File: src/hw/rtl/bgi_pkg.sv
// Shared types and constants for the bilinear grid interpolation block.
`default_nettype none
package bgi_pkg;
  localparam logic [1:0] OP_LOAD_X = 2'd0;
  localparam logic [1:0] OP_LOAD_Y = 2'd1;
  localparam logic [1:0] OP_LOAD_G = 2'd2;
  localparam logic [1:0] OP_QUERY  = 2'd3;

  localparam logic CFG_X_COUNT = 1'b0;
  localparam logic CFG_Y_COUNT = 1'b1;

  // Commands from the controller to the datapath.
  typedef struct packed {
    logic load_item;   // latch the accepted item and do its load
    logic scan_start;  // reset scan state
    logic scan_step;   // compare one interval on each axis
    logic scan_done;   // latch interval widths and offsets
    logic div_start;   // start both fraction divisions, clear acc
    logic div_step;    // one quotient bit on each axis
    logic corner_rd;   // read one corner sample (index in corner_sel)
    logic [1:0] corner_sel;
    logic mac_step;    // accumulate one weighted corner
    logic finish;      // form result into output register
  } bgi_cmd_t;

  // Status from the datapath to the controller.
  typedef struct packed {
    logic is_query;
    logic scan_last;
    logic div_last;
  } bgi_sts_t;
endpackage
`default_nettype wire

File: src/hw/rtl/bgi_ctrl.sv
// Controller state machine sequencing the query steps and the handshakes.
`default_nettype none
module bgi_ctrl (
  input  wire logic              clk,
  input  wire logic              rst,
  input  wire logic              in_fire,
  input  wire logic              out_fire,
  input  wire bgi_pkg::bgi_sts_t sts,
  output bgi_pkg::bgi_cmd_t      cmd,
  output logic                   in_ready,
  output logic                   out_valid
);
  import bgi_pkg::*;

  localparam logic [2:0] S_IDLE = 3'd0;
  localparam logic [2:0] S_DEC  = 3'd1;
  localparam logic [2:0] S_SCAN = 3'd2;
  localparam logic [2:0] S_DIV  = 3'd3;
  localparam logic [2:0] S_MAC  = 3'd4;
  localparam logic [2:0] S_FIN  = 3'd5;

  logic [2:0] state, state_next;
  logic [2:0] k, k_next;
  logic out_valid_next;

  assign in_ready = (state == S_IDLE) && !out_valid;

  always_comb begin
    cmd = '0;
    state_next = state;
    k_next = k;
    out_valid_next = out_valid && !out_fire;
    unique case (state)
      S_IDLE: if (in_fire) begin
        cmd.load_item = 1'b1;
        state_next = S_DEC;
      end
      S_DEC: begin
        cmd.scan_start = 1'b1;
        state_next = sts.is_query ? S_SCAN : S_IDLE;
      end
      S_SCAN: begin
        cmd.scan_step = 1'b1;
        if (sts.scan_last) begin
          state_next = S_DIV;
        end
      end
      S_DIV: begin
        if (k == 3'd0) begin
          cmd.scan_done = 1'b1;
          k_next = 3'd1;
        end else if (k == 3'd1) begin
          cmd.div_start = 1'b1;
          k_next = 3'd2;
        end else if (!sts.div_last) begin
          cmd.div_step = 1'b1;
        end else begin
          k_next = 3'd0;
          state_next = S_MAC;
        end
      end
      S_MAC: begin
        // k 0..3 reads corners, k 1..4 accumulates the previous one.
        if (k < 3'd4) begin
          cmd.corner_rd = 1'b1;
          cmd.corner_sel = k[1:0];
        end
        if (k != 3'd0) cmd.mac_step = 1'b1;
        k_next = k + 3'd1;
        if (k == 3'd4) begin
          k_next = 3'd0;
          state_next = S_FIN;
        end
      end
      S_FIN: begin
        cmd.finish = 1'b1;
        out_valid_next = 1'b1;
        state_next = S_IDLE;
      end
      default: state_next = S_IDLE;
    endcase
  end

  always_ff @(posedge clk) begin
    if (rst) begin
      state <= S_IDLE;
      k <= '0;
      out_valid <= 1'b0;
    end else begin
      state <= state_next;
      k <= k_next;
      out_valid <= out_valid_next;
    end
  end
endmodule
`default_nettype wire

File: config.mk
export PLATFORM = sky130hd
export DESIGN_NAME = bgi_ctrl
export DESIGN_NICKNAME = d
export VERILOG_FILES = /design/src/hw/rtl/bgi_pkg.sv /design/src/hw/rtl/bgi_ctrl.sv
export SDC_FILE = /design/constraint.sdc
export NUM_CORES = 1
export LEC_CHECK = 0
export BUFFER_PORTS_ARGS = -buffer_cell sky130_fd_sc_hd__buf_2
export CELL_PAD_IN_SITES_DETAIL_PLACEMENT = 1
export CELL_PAD_IN_SITES_GLOBAL_PLACEMENT = 1
export CORE_MARGIN = 8
export CORE_UTILIZATION = 34
export CTS_CLUSTER_DIAMETER = 120
export DETAILED_ROUTE_END_ITERATION = 10
export GPL_ROUTABILITY_DRIVEN = 0
export GPL_TIMING_DRIVEN = 0
export HOLD_SLACK_MARGIN = 0.03
export PLACE_DENSITY = 0.9
export SLEW_MARGIN = 20
export SYNTH_ARGS = -nofsm -noshare
export SYNTH_HDL_FRONTEND = slang
export SYNTH_SLANG_ARGS = --single-unit
export TNS_END_PERCENT = 5
File: constraint.sdc
create_clock -name clk -period 3 [get_ports clk]
set_input_delay 0.3 -clock clk [delete_from_list [all_inputs] [get_ports clk]]
set_output_delay 0.3 -clock clk [all_outputs]
set_load 0.01 [all_outputs]
Yosys cells after proc, flatten, opt, wreduce, memory -nomap -nowiden

Cells that the tools add are included.

Output and inout port bits: 13
Logic and storage cells: 57
Register bits after elaboration: 7
Input port bits: 7

Equality and inequality tests: 14
Reductions and logical operators: 10
$add $sub $neg: 1
Magnitude comparators: 1
Multiplexer cells: 28

Operators with widths:

| cell                | count |
|---|---|
| $mux 3              | 12 |
| $pmux 3 s5          | 1 |
| $ne 2x2->1 const B  | 6 |
| $mux 1              | 11 |
| $eq 3x3->1 const B  | 3 |
| $eq 3x1->1 const B  | 2 |
| $eq 3x2->1 const B  | 2 |
| $logic_not 3->1     | 2 |
| $pmux 3 s2          | 1 |
| $reduce_and 6->1    | 1 |
| $mux 2              | 2 |
| $mux 4              | 1 |
| $ne 4x4->1 const B  | 1 |
| $add 3x1->3 const B | 1 |
| $lt 3x3->1 const B  | 1 |
| $reduce_bool 3->1   | 1 |
| $logic_and 1x1->1   | 2 |
| $logic_not 1->1     | 2 |
| $reduce_and 2->1    | 1 |
| $reduce_bool 2->1   | 1 |

Logic depth before layout (Yosys ltp)

Gate-level depths: netlist (run 1).

Depth after elaboration: 4
Mapped depth: 6
Depth with buffers taken out: 6

Worst setup path before layout (run 1)

Ideal clock, no wire load.

Kind: register -> register
From: register k[0]
To: register k[2]
Arrival time: 1.401 ns
Buffers on the path: 0
Library setup time: 0.087 ns
Slack: 1.512 ns
Period minus slack after synthesis: 1.488 ns
Required time: 2.913 ns
Cell stages (with the launch flop): 7
Cells stage by stage: dfxtp_1 -> inv_1 -> ha_1 -> o21bai_2 -> a21oi_2 -> or4_1 -> o31ai_1

Cells in the longest elaborated chain, start to end: 4
Elaborated cells between the ends (all ways): 10
Those cells by class: add/sub: 1; eq/ne: 3; mux: 4; reduce/logical: 2

Ends and longest elaborated chain:

| what                                                                | line           | RTL |
|---|---|---|
| from (decl)                                                         | bgi_ctrl.sv:23 | `logic [2:0] k, k_next;` |
| from (signal assigned)                                              | bgi_ctrl.sv:91 | `k <= k_next;` |
| parallel branches: the longest is 4 deep, another holds $add 3x1->3 | --             |  |

Parallel ways; which one is timed is not known.
A chain may end at the register's enable or synchronous reset.

==> out/metrics.csv, run 1 <==
metric,value,unit
post-route-period-util,63.0,%
yosysUniqueCellTypes,31,
final_antenna_net_count,0,
finalClockSkew,8.94,ps
initial_utilization,35.6,%
antenna_cells,0,
yosys-top-cells-count,"8 x nor3_1, 7 x dfxtp_1, 6 x a21oi_1, 6 x inv_1, 6 x nor2_1",
synth_top_flop_cell,dfxtp_1,
seq_area_frac_synth,26.4,%
cts_buffers,3,
hold_viol,0,
clock-sinks,7,
route.vias.total,588,
antenna_found_initial,0,
utilization,44.8,%
rsz0062_at_grt,no,
syn_area_per_cell,7.47,um2
synth.area.top_cells,"dfxtp_1 26%, nor3_1 7.5%, ha_1 7.1%",
stdcell_count,109,
fin_nets,104,
powerDensity,376,nW/um2
clkLatencyLatePin,270,ps
syn-instance-count,71,
fin_crit,1890,ps
critPathMaxFanout,5,
htree_num_levels,1,
final_layout_size_suffix_gt1_share,30.1,%
setup_viol,0,
synth.most_common_cell,nor3_1,
clock_path_buffers,2,
post_cts_buffers,0,
rows,14,
syn_area,531,um2
die_w,55.5,um
dieHeight,55.5,um
hold_class,input port to flop,
cts_tree,done,
fmax,529,MHz
crit_type,flop to primary output,
cp-start-kind,flop,
vdd_drop_max,0.224,mV
cap_violations,0,
drtIter0Drc,6,
ctsRootBufferMaster,clkbuf_4,
yosysTopAreaCellShare,26.4,%
relSlewSlack,75.0,%
cts_resized,0,
synth-warning-count,0,
p_leak,0.322,nW
arrival,1590,ps
status,"finished, final reports clean",
core,1490,um2
port_buffers,18,
fill_cells,202,
worstMarginPinSlew,375,ps
grt_pass1_vias,577,
synth_area_leader_cell,dfxtp_1,
clk_pin_slew,50,ps
route.detailed.drc,0,
track_usage,11.4,%
area_growth,25.7,%
async_flop_share,0,%
dp_hpwl,1.34,mm
dp.cells,105,
maxSlewViolCount,0,
dr.pass1.iters,4,
cp.required,2700,ps
hold_buffers,0,
wire_per_inst,15.3,um
grt_overflow,0,
ys_ff_latch,7,
syn_nets,81,
final.setup.tns,0,ps
ios,20,
grt_start_max_net_pins,11,
place_area,641,um2
fp.dieArea,3080,um2
viasPerCell,5.39,
grt_first_pass_wirelength,2.77,mm
cp-end-kind,primary output,
totalWireLength,1.67,mm
holdWs,337,ps
fin_area,667,um2
synth_edf_count,0,
## final timing paths
| check | depth (start not counted) | slack, ps | to | from |
|---|---|---|---|---|
| setup reg to reg | 6 | 1280 | k[2]$_SDFFE_PP0P_ | k[0]$_SDFFE_PP0P_ |
| hold / removal | 4 | 340 | out_valid$_SDFF_PP0_ | out_fire |
| hold reg to reg | 2 | 510 | out_valid$_SDFF_PP0_ | out_valid$_SDFF_PP0_ |
| setup / recovery | 5 | 1110 | cmd[5] | k[0]$_SDFFE_PP0P_ |
## final cells by class
cell class	instances	area, um2	share of cell area, %
multi-input cells	53	334	50.1
plain buffers	5	33.8	5.07
well taps	16	20.0	3.00
clock buffers	4	26.3	3.94
inverters	6	22.5	3.38
flip-flops and latches	7	140	21.0
repair buffers	18	90.1	13.5
## critical path, cell delays in order (launching register included)
cell and delay, ps:
dfxtp_1 390, inv_1 100, ha_1 280, o21bai_2 260, and3_1 180, buf_2 130
## sequential cells by signal (all words and copies together) (netlist names)
| signal | flops |
|---|---|
| state | 3 |
| out_valid | 1 |
| k | 3 |
## through the flow
step	setup WS, ps	total power, W
2_1_floorplan	1510	0.000143
3_3_place_gp	1410	0.000159
3_5_place_dp	1320	0.000163
4_1_cts	1100	0.000256
5_1_grt	999	0.000270
6_report	1110	0.000251
## routing by layer
| metal | vias up | routed length (um) | track usage, % |
|---|---|---|---|
| li1 | 294 | - | - |
| met1 | 277 | 646 | 10.7 |
| met2 | 12 | 895 | 19.7 |
| met3 | 5 | 85 | 4.57 |
| met4 | 0 | 42 | 7.39 |
| met5 | - | 0 | 0 |
## power by group
part           internal (W)  leakage (nW)  switching (W)
clock             0.0000510        0.0150      0.0000393
combinational     0.0000261         0.250      0.0000353
sequential        0.0000970        0.0568     0.00000232
total              0.000174         0.322      0.0000770
## cells by family (layout without fill, tap and decap cells)
logic type	Yosys count	count (layout)	synth area share, %
and+or+nand+nor	35	35	36.8
DFF	7	7	26.4
AOI/OAI and AO/OA	15	15	19.1
adders and majority gates	3	3	7.08
buffers and inverters	11	33	10.6
## cell usage in the layout (no fill, tap or decap), types with 2 or more instances in the layout
cell	Yosys	final
nand2_1	3	3
buf_4	2	2
nand3_1	4	4
buf_2	0	18
ha_1	3	3
inv_1	6	6
clkbuf_4	0	3
nor3_1	8	8
a21oi_1	6	6
dfxtp_1	7	7
nor2_1	6	6
nand2b_1	2	2
a211oi_1	2	2
clkbuf_1	2	3
nor2b_1	2	2
(Power assumes the default switching activity.)
==> run 2: changes to the inputs <==
--- a/config.mk
+++ b/config.mk
@@ -5,17 +5,18 @@
 export SDC_FILE = /design/constraint.sdc
 export NUM_CORES = 1
 export LEC_CHECK = 0
+export ABC_AREA = 1
 export BUFFER_PORTS_ARGS = -buffer_cell sky130_fd_sc_hd__buf_2
 export CELL_PAD_IN_SITES_DETAIL_PLACEMENT = 1
 export CELL_PAD_IN_SITES_GLOBAL_PLACEMENT = 1
 export CORE_MARGIN = 8
-export CORE_UTILIZATION = 34
+export CORE_UTILIZATION = 29
 export CTS_CLUSTER_DIAMETER = 120
 export DETAILED_ROUTE_END_ITERATION = 10
 export GPL_ROUTABILITY_DRIVEN = 0
 export GPL_TIMING_DRIVEN = 0
 export HOLD_SLACK_MARGIN = 0.03
-export PLACE_DENSITY = 0.9
+export PLACE_DENSITY = 0.83
 export SLEW_MARGIN = 20
 export SYNTH_ARGS = -nofsm -noshare
 export SYNTH_HDL_FRONTEND = slang
==> constraint.sdc (replaced) <==
create_clock -name clk -period 1.6 [get_ports clk]
set_input_delay 0.16 -clock clk [delete_from_list [all_inputs] [get_ports clk]]
set_output_delay 0.16 -clock clk [all_outputs]
set_load 0.01 [all_outputs]
==> out/metrics.csv, run 2 <==
metric,value,unit,change
crit_type,flop to primary output,,
post_cts_buffers,0,,unchanged
clock-sinks,7,,unchanged
synth_top_flop_cell,dfxtp_1,,
most-common-layout-cells,"19 x nor2_1, 19 x buf_2, 17 x inv_1, 13 x nand2_1",,
syn_area,603,um2,+14%
drtIter0Drc,7,,+1
hold_start,rst,,
cp-start-kind,flop,,
area_growth,27.4,%,
ctsRootBufferMaster,clkbuf_4,,
wire_per_inst,12.2,um,-21%
r2r-start,k[0]$_SDFFE_PP0P_,,
yosys-top-cells-count,"19 x nor2_1, 17 x inv_1, 14 x nand2_1, 8 x nand3_1",,
cp_num_buf_inv,4,,+2
fin_crit,1560,ps,
htree_num_levels,1,,unchanged
fin_nets,130,,+25%
final_layout_size_suffix_gt1_share,37.8,%,+7.7 points
cp-end-kind,primary output,,
seq_area_frac_synth,23.2,%,-3.2 points
hold_viol,0,,unchanged
rsz0062_at_grt,yes,,
powerDensity,1680,nW/um2,+350%
route.vias.total,655,,+11%
ys_ff_latch,7,,unchanged
setup_viol,0,,unchanged
grt_first_pass_wirelength,2.87,mm,+3.5%
totalWireLength,1.77,mm,+6.4%
crit_family,buffers and inverters,,
antenna_found_initial,0,,unchanged
hold_class,input port to flop,,
finalClockSkew,1.48,ps,-7.46 ps
initial_utilization,30.7,%,-4.9 points
post-route-period-util,97.3,%,
path_common_cell,inv_1,,
dp.cells,142,,+35%
dieHeight,61.6,um,+11%
clock_path_buffers,2,,unchanged
die_w,61.6,um,+11%
fp.dieArea,3790,um2,+23%
finalWorstSetupSlack,42.5,ps,-1070 ps
cpPeakStageDelay,340,ps,-50 ps
viasPerCell,4.49,,-17%
final_antenna_net_count,0,,unchanged
syn_nets,106,,+31%
synth-warning-count,0,,unchanged
synth_area_leader_cell,dfxtp_1,,
ios,20,,unchanged
antenna_cells,0,,unchanged
clk_pin_slew,50,ps,about the same
dr.pass1.iters,4,,unchanged
clkLatencyLatePin,240,ps,-30 ps
cap_violations,0,,unchanged
fmax,642,MHz,
maxSlewViolCount,0,,unchanged
dp_hpwl,1.59,mm,+18%
relSlewSlack,83.7,%,+8.7 points
track_usage,10.1,%,-1.3 points
synth.most_common_cell,nor2_1,,
crit_path_top_delay_cell,dfxtp_2,,
yosysTopAreaCellShare,23.2,%,-3.2 points
yosysUniqueCellTypes,22,,-29%
cts_buffers,3,,unchanged
path_cells,inv_1 -> ha_2 -> nand2_2 -> inv_1 -> nand2_1 -> inv_1 -> buf_2,,
worstMarginPinSlew,242,ps,-133 ps
async_flop_share,0,%,unchanged
grt_start_max_net_pins,8,,-3
synth.area.top_cells,"dfxtp_1 23%, nor2_1 12%, inv_1 11%",,
rows,16,,+2
cp-startpoint,k[0]$_SDFFE_PP0P_,,
syn-instance-count,96,,+35%
post-place-ws,47.6,ps,-1270 ps
reg_top3,"k (3), state (3), out_valid (1)",,
critPathMaxFanout,4,,-1
grt_overflow,0,,unchanged
cts_tree,done,,
grt_pass1_vias,665,,+15%
cp.required,1440,ps,-1260 ps
arrival,1400,ps,-190 ps
core,1960,um2,+32%
p_leak,0.445,nW,+38%
synth_edf_count,0,,unchanged
stdcell_count,146,,+34%
syn_area_per_cell,6.28,um2,-16%
port_buffers,19,,+1
route.detailed.drc,0,,unchanged
status,"finished, final reports clean",,
vdd_drop_max,0.633,mV,+180%
## run 2: changes by cell type after synthesis, sizes merged, moves of 3 or more
cell	before	now
nor3	8	1
inv	6	19
nor2	7	22
nand2	3	22
nand3	4	9
buf	3	0
## run 2: what timing repair did
action | in CTS | in global routing
gates resized for setup | 4 | 2
endpoints found under the setup margin | 5 | 5
hold buffers | 0 | 0
pin swaps | 1 | 1
## run 2: worst paths after layout
path                                end  slack (ps)  depth (start not counted)
hold reg to reg       k[1]$_SDFFE_PP0P_         500                          2
hold / removal        k[2]$_SDFFE_PP0P_          90                          2
setup reg to reg  state[2]$_SDFFE_PP0P_         170                          9
setup / recovery                 cmd[7]          40                          7
## run 2: kinds of logic after synthesis
group                    after synthesis  share of synthesized area [%]
AO/OA/AOI/OAI                         10                           9.54
flip-flops                             7                           23.2
AND/OR/NAND/NOR                       57                           49.2
buffers and inverters                 19                           11.8
adder cells (fa/ha/maj)                3                           6.22
## run 2: stage by stage
| stage | setup TNS [ps] | total power (W) | cell area (um2) | util [%] | hold slack (ps) |
|---|---|---|---|---|---|
| final | 0 | 0.00129 | 768 | 39.2 | 94.6 |
| after global routing | -46.2 | 0.00142 | 768 | 39.2 | 87.6 |
| after CTS | 0 | 0.00131 | 766 | 39.0 | 79.3 |
| after detailed placement | 0 | 0.00113 | 732 | 37.3 | 345 |
| after global placement | 0 | 0.00108 | 732 | 37.3 | 334 |
| after floorplan | 0 | 0.000883 | 603 | - | 222 |
## run 2: layout make-up
| class | count | area (um2) |
|---|---|---|
| repair buffers | 19 | 95.1 |
| fillers | 292 | 1190 |
| well taps | 27 | 33.8 |
| inverters | 19 | 71.3 |
| clock buffers | 4 | 26.3 |
| flip-flops and latches | 7 | 145 |
| multi-input cells | 70 | 397 |
## run 2: metal layers
layer  GRT usage (%)  wire length [um]
met1            10.7               738
met4            5.84                14
met2            18.5               954
met5               0                 0
met3            1.25                66
## run 2: report_power, final
part,switching [W],internal (W),total [W]
Clock,0.0000582,0.0000947,0.000153
Sequential,0.000101,0.000241,0.000341
Combinational,0.000514,0.000283,0.000796
Total,0.000672,0.000618,0.00129
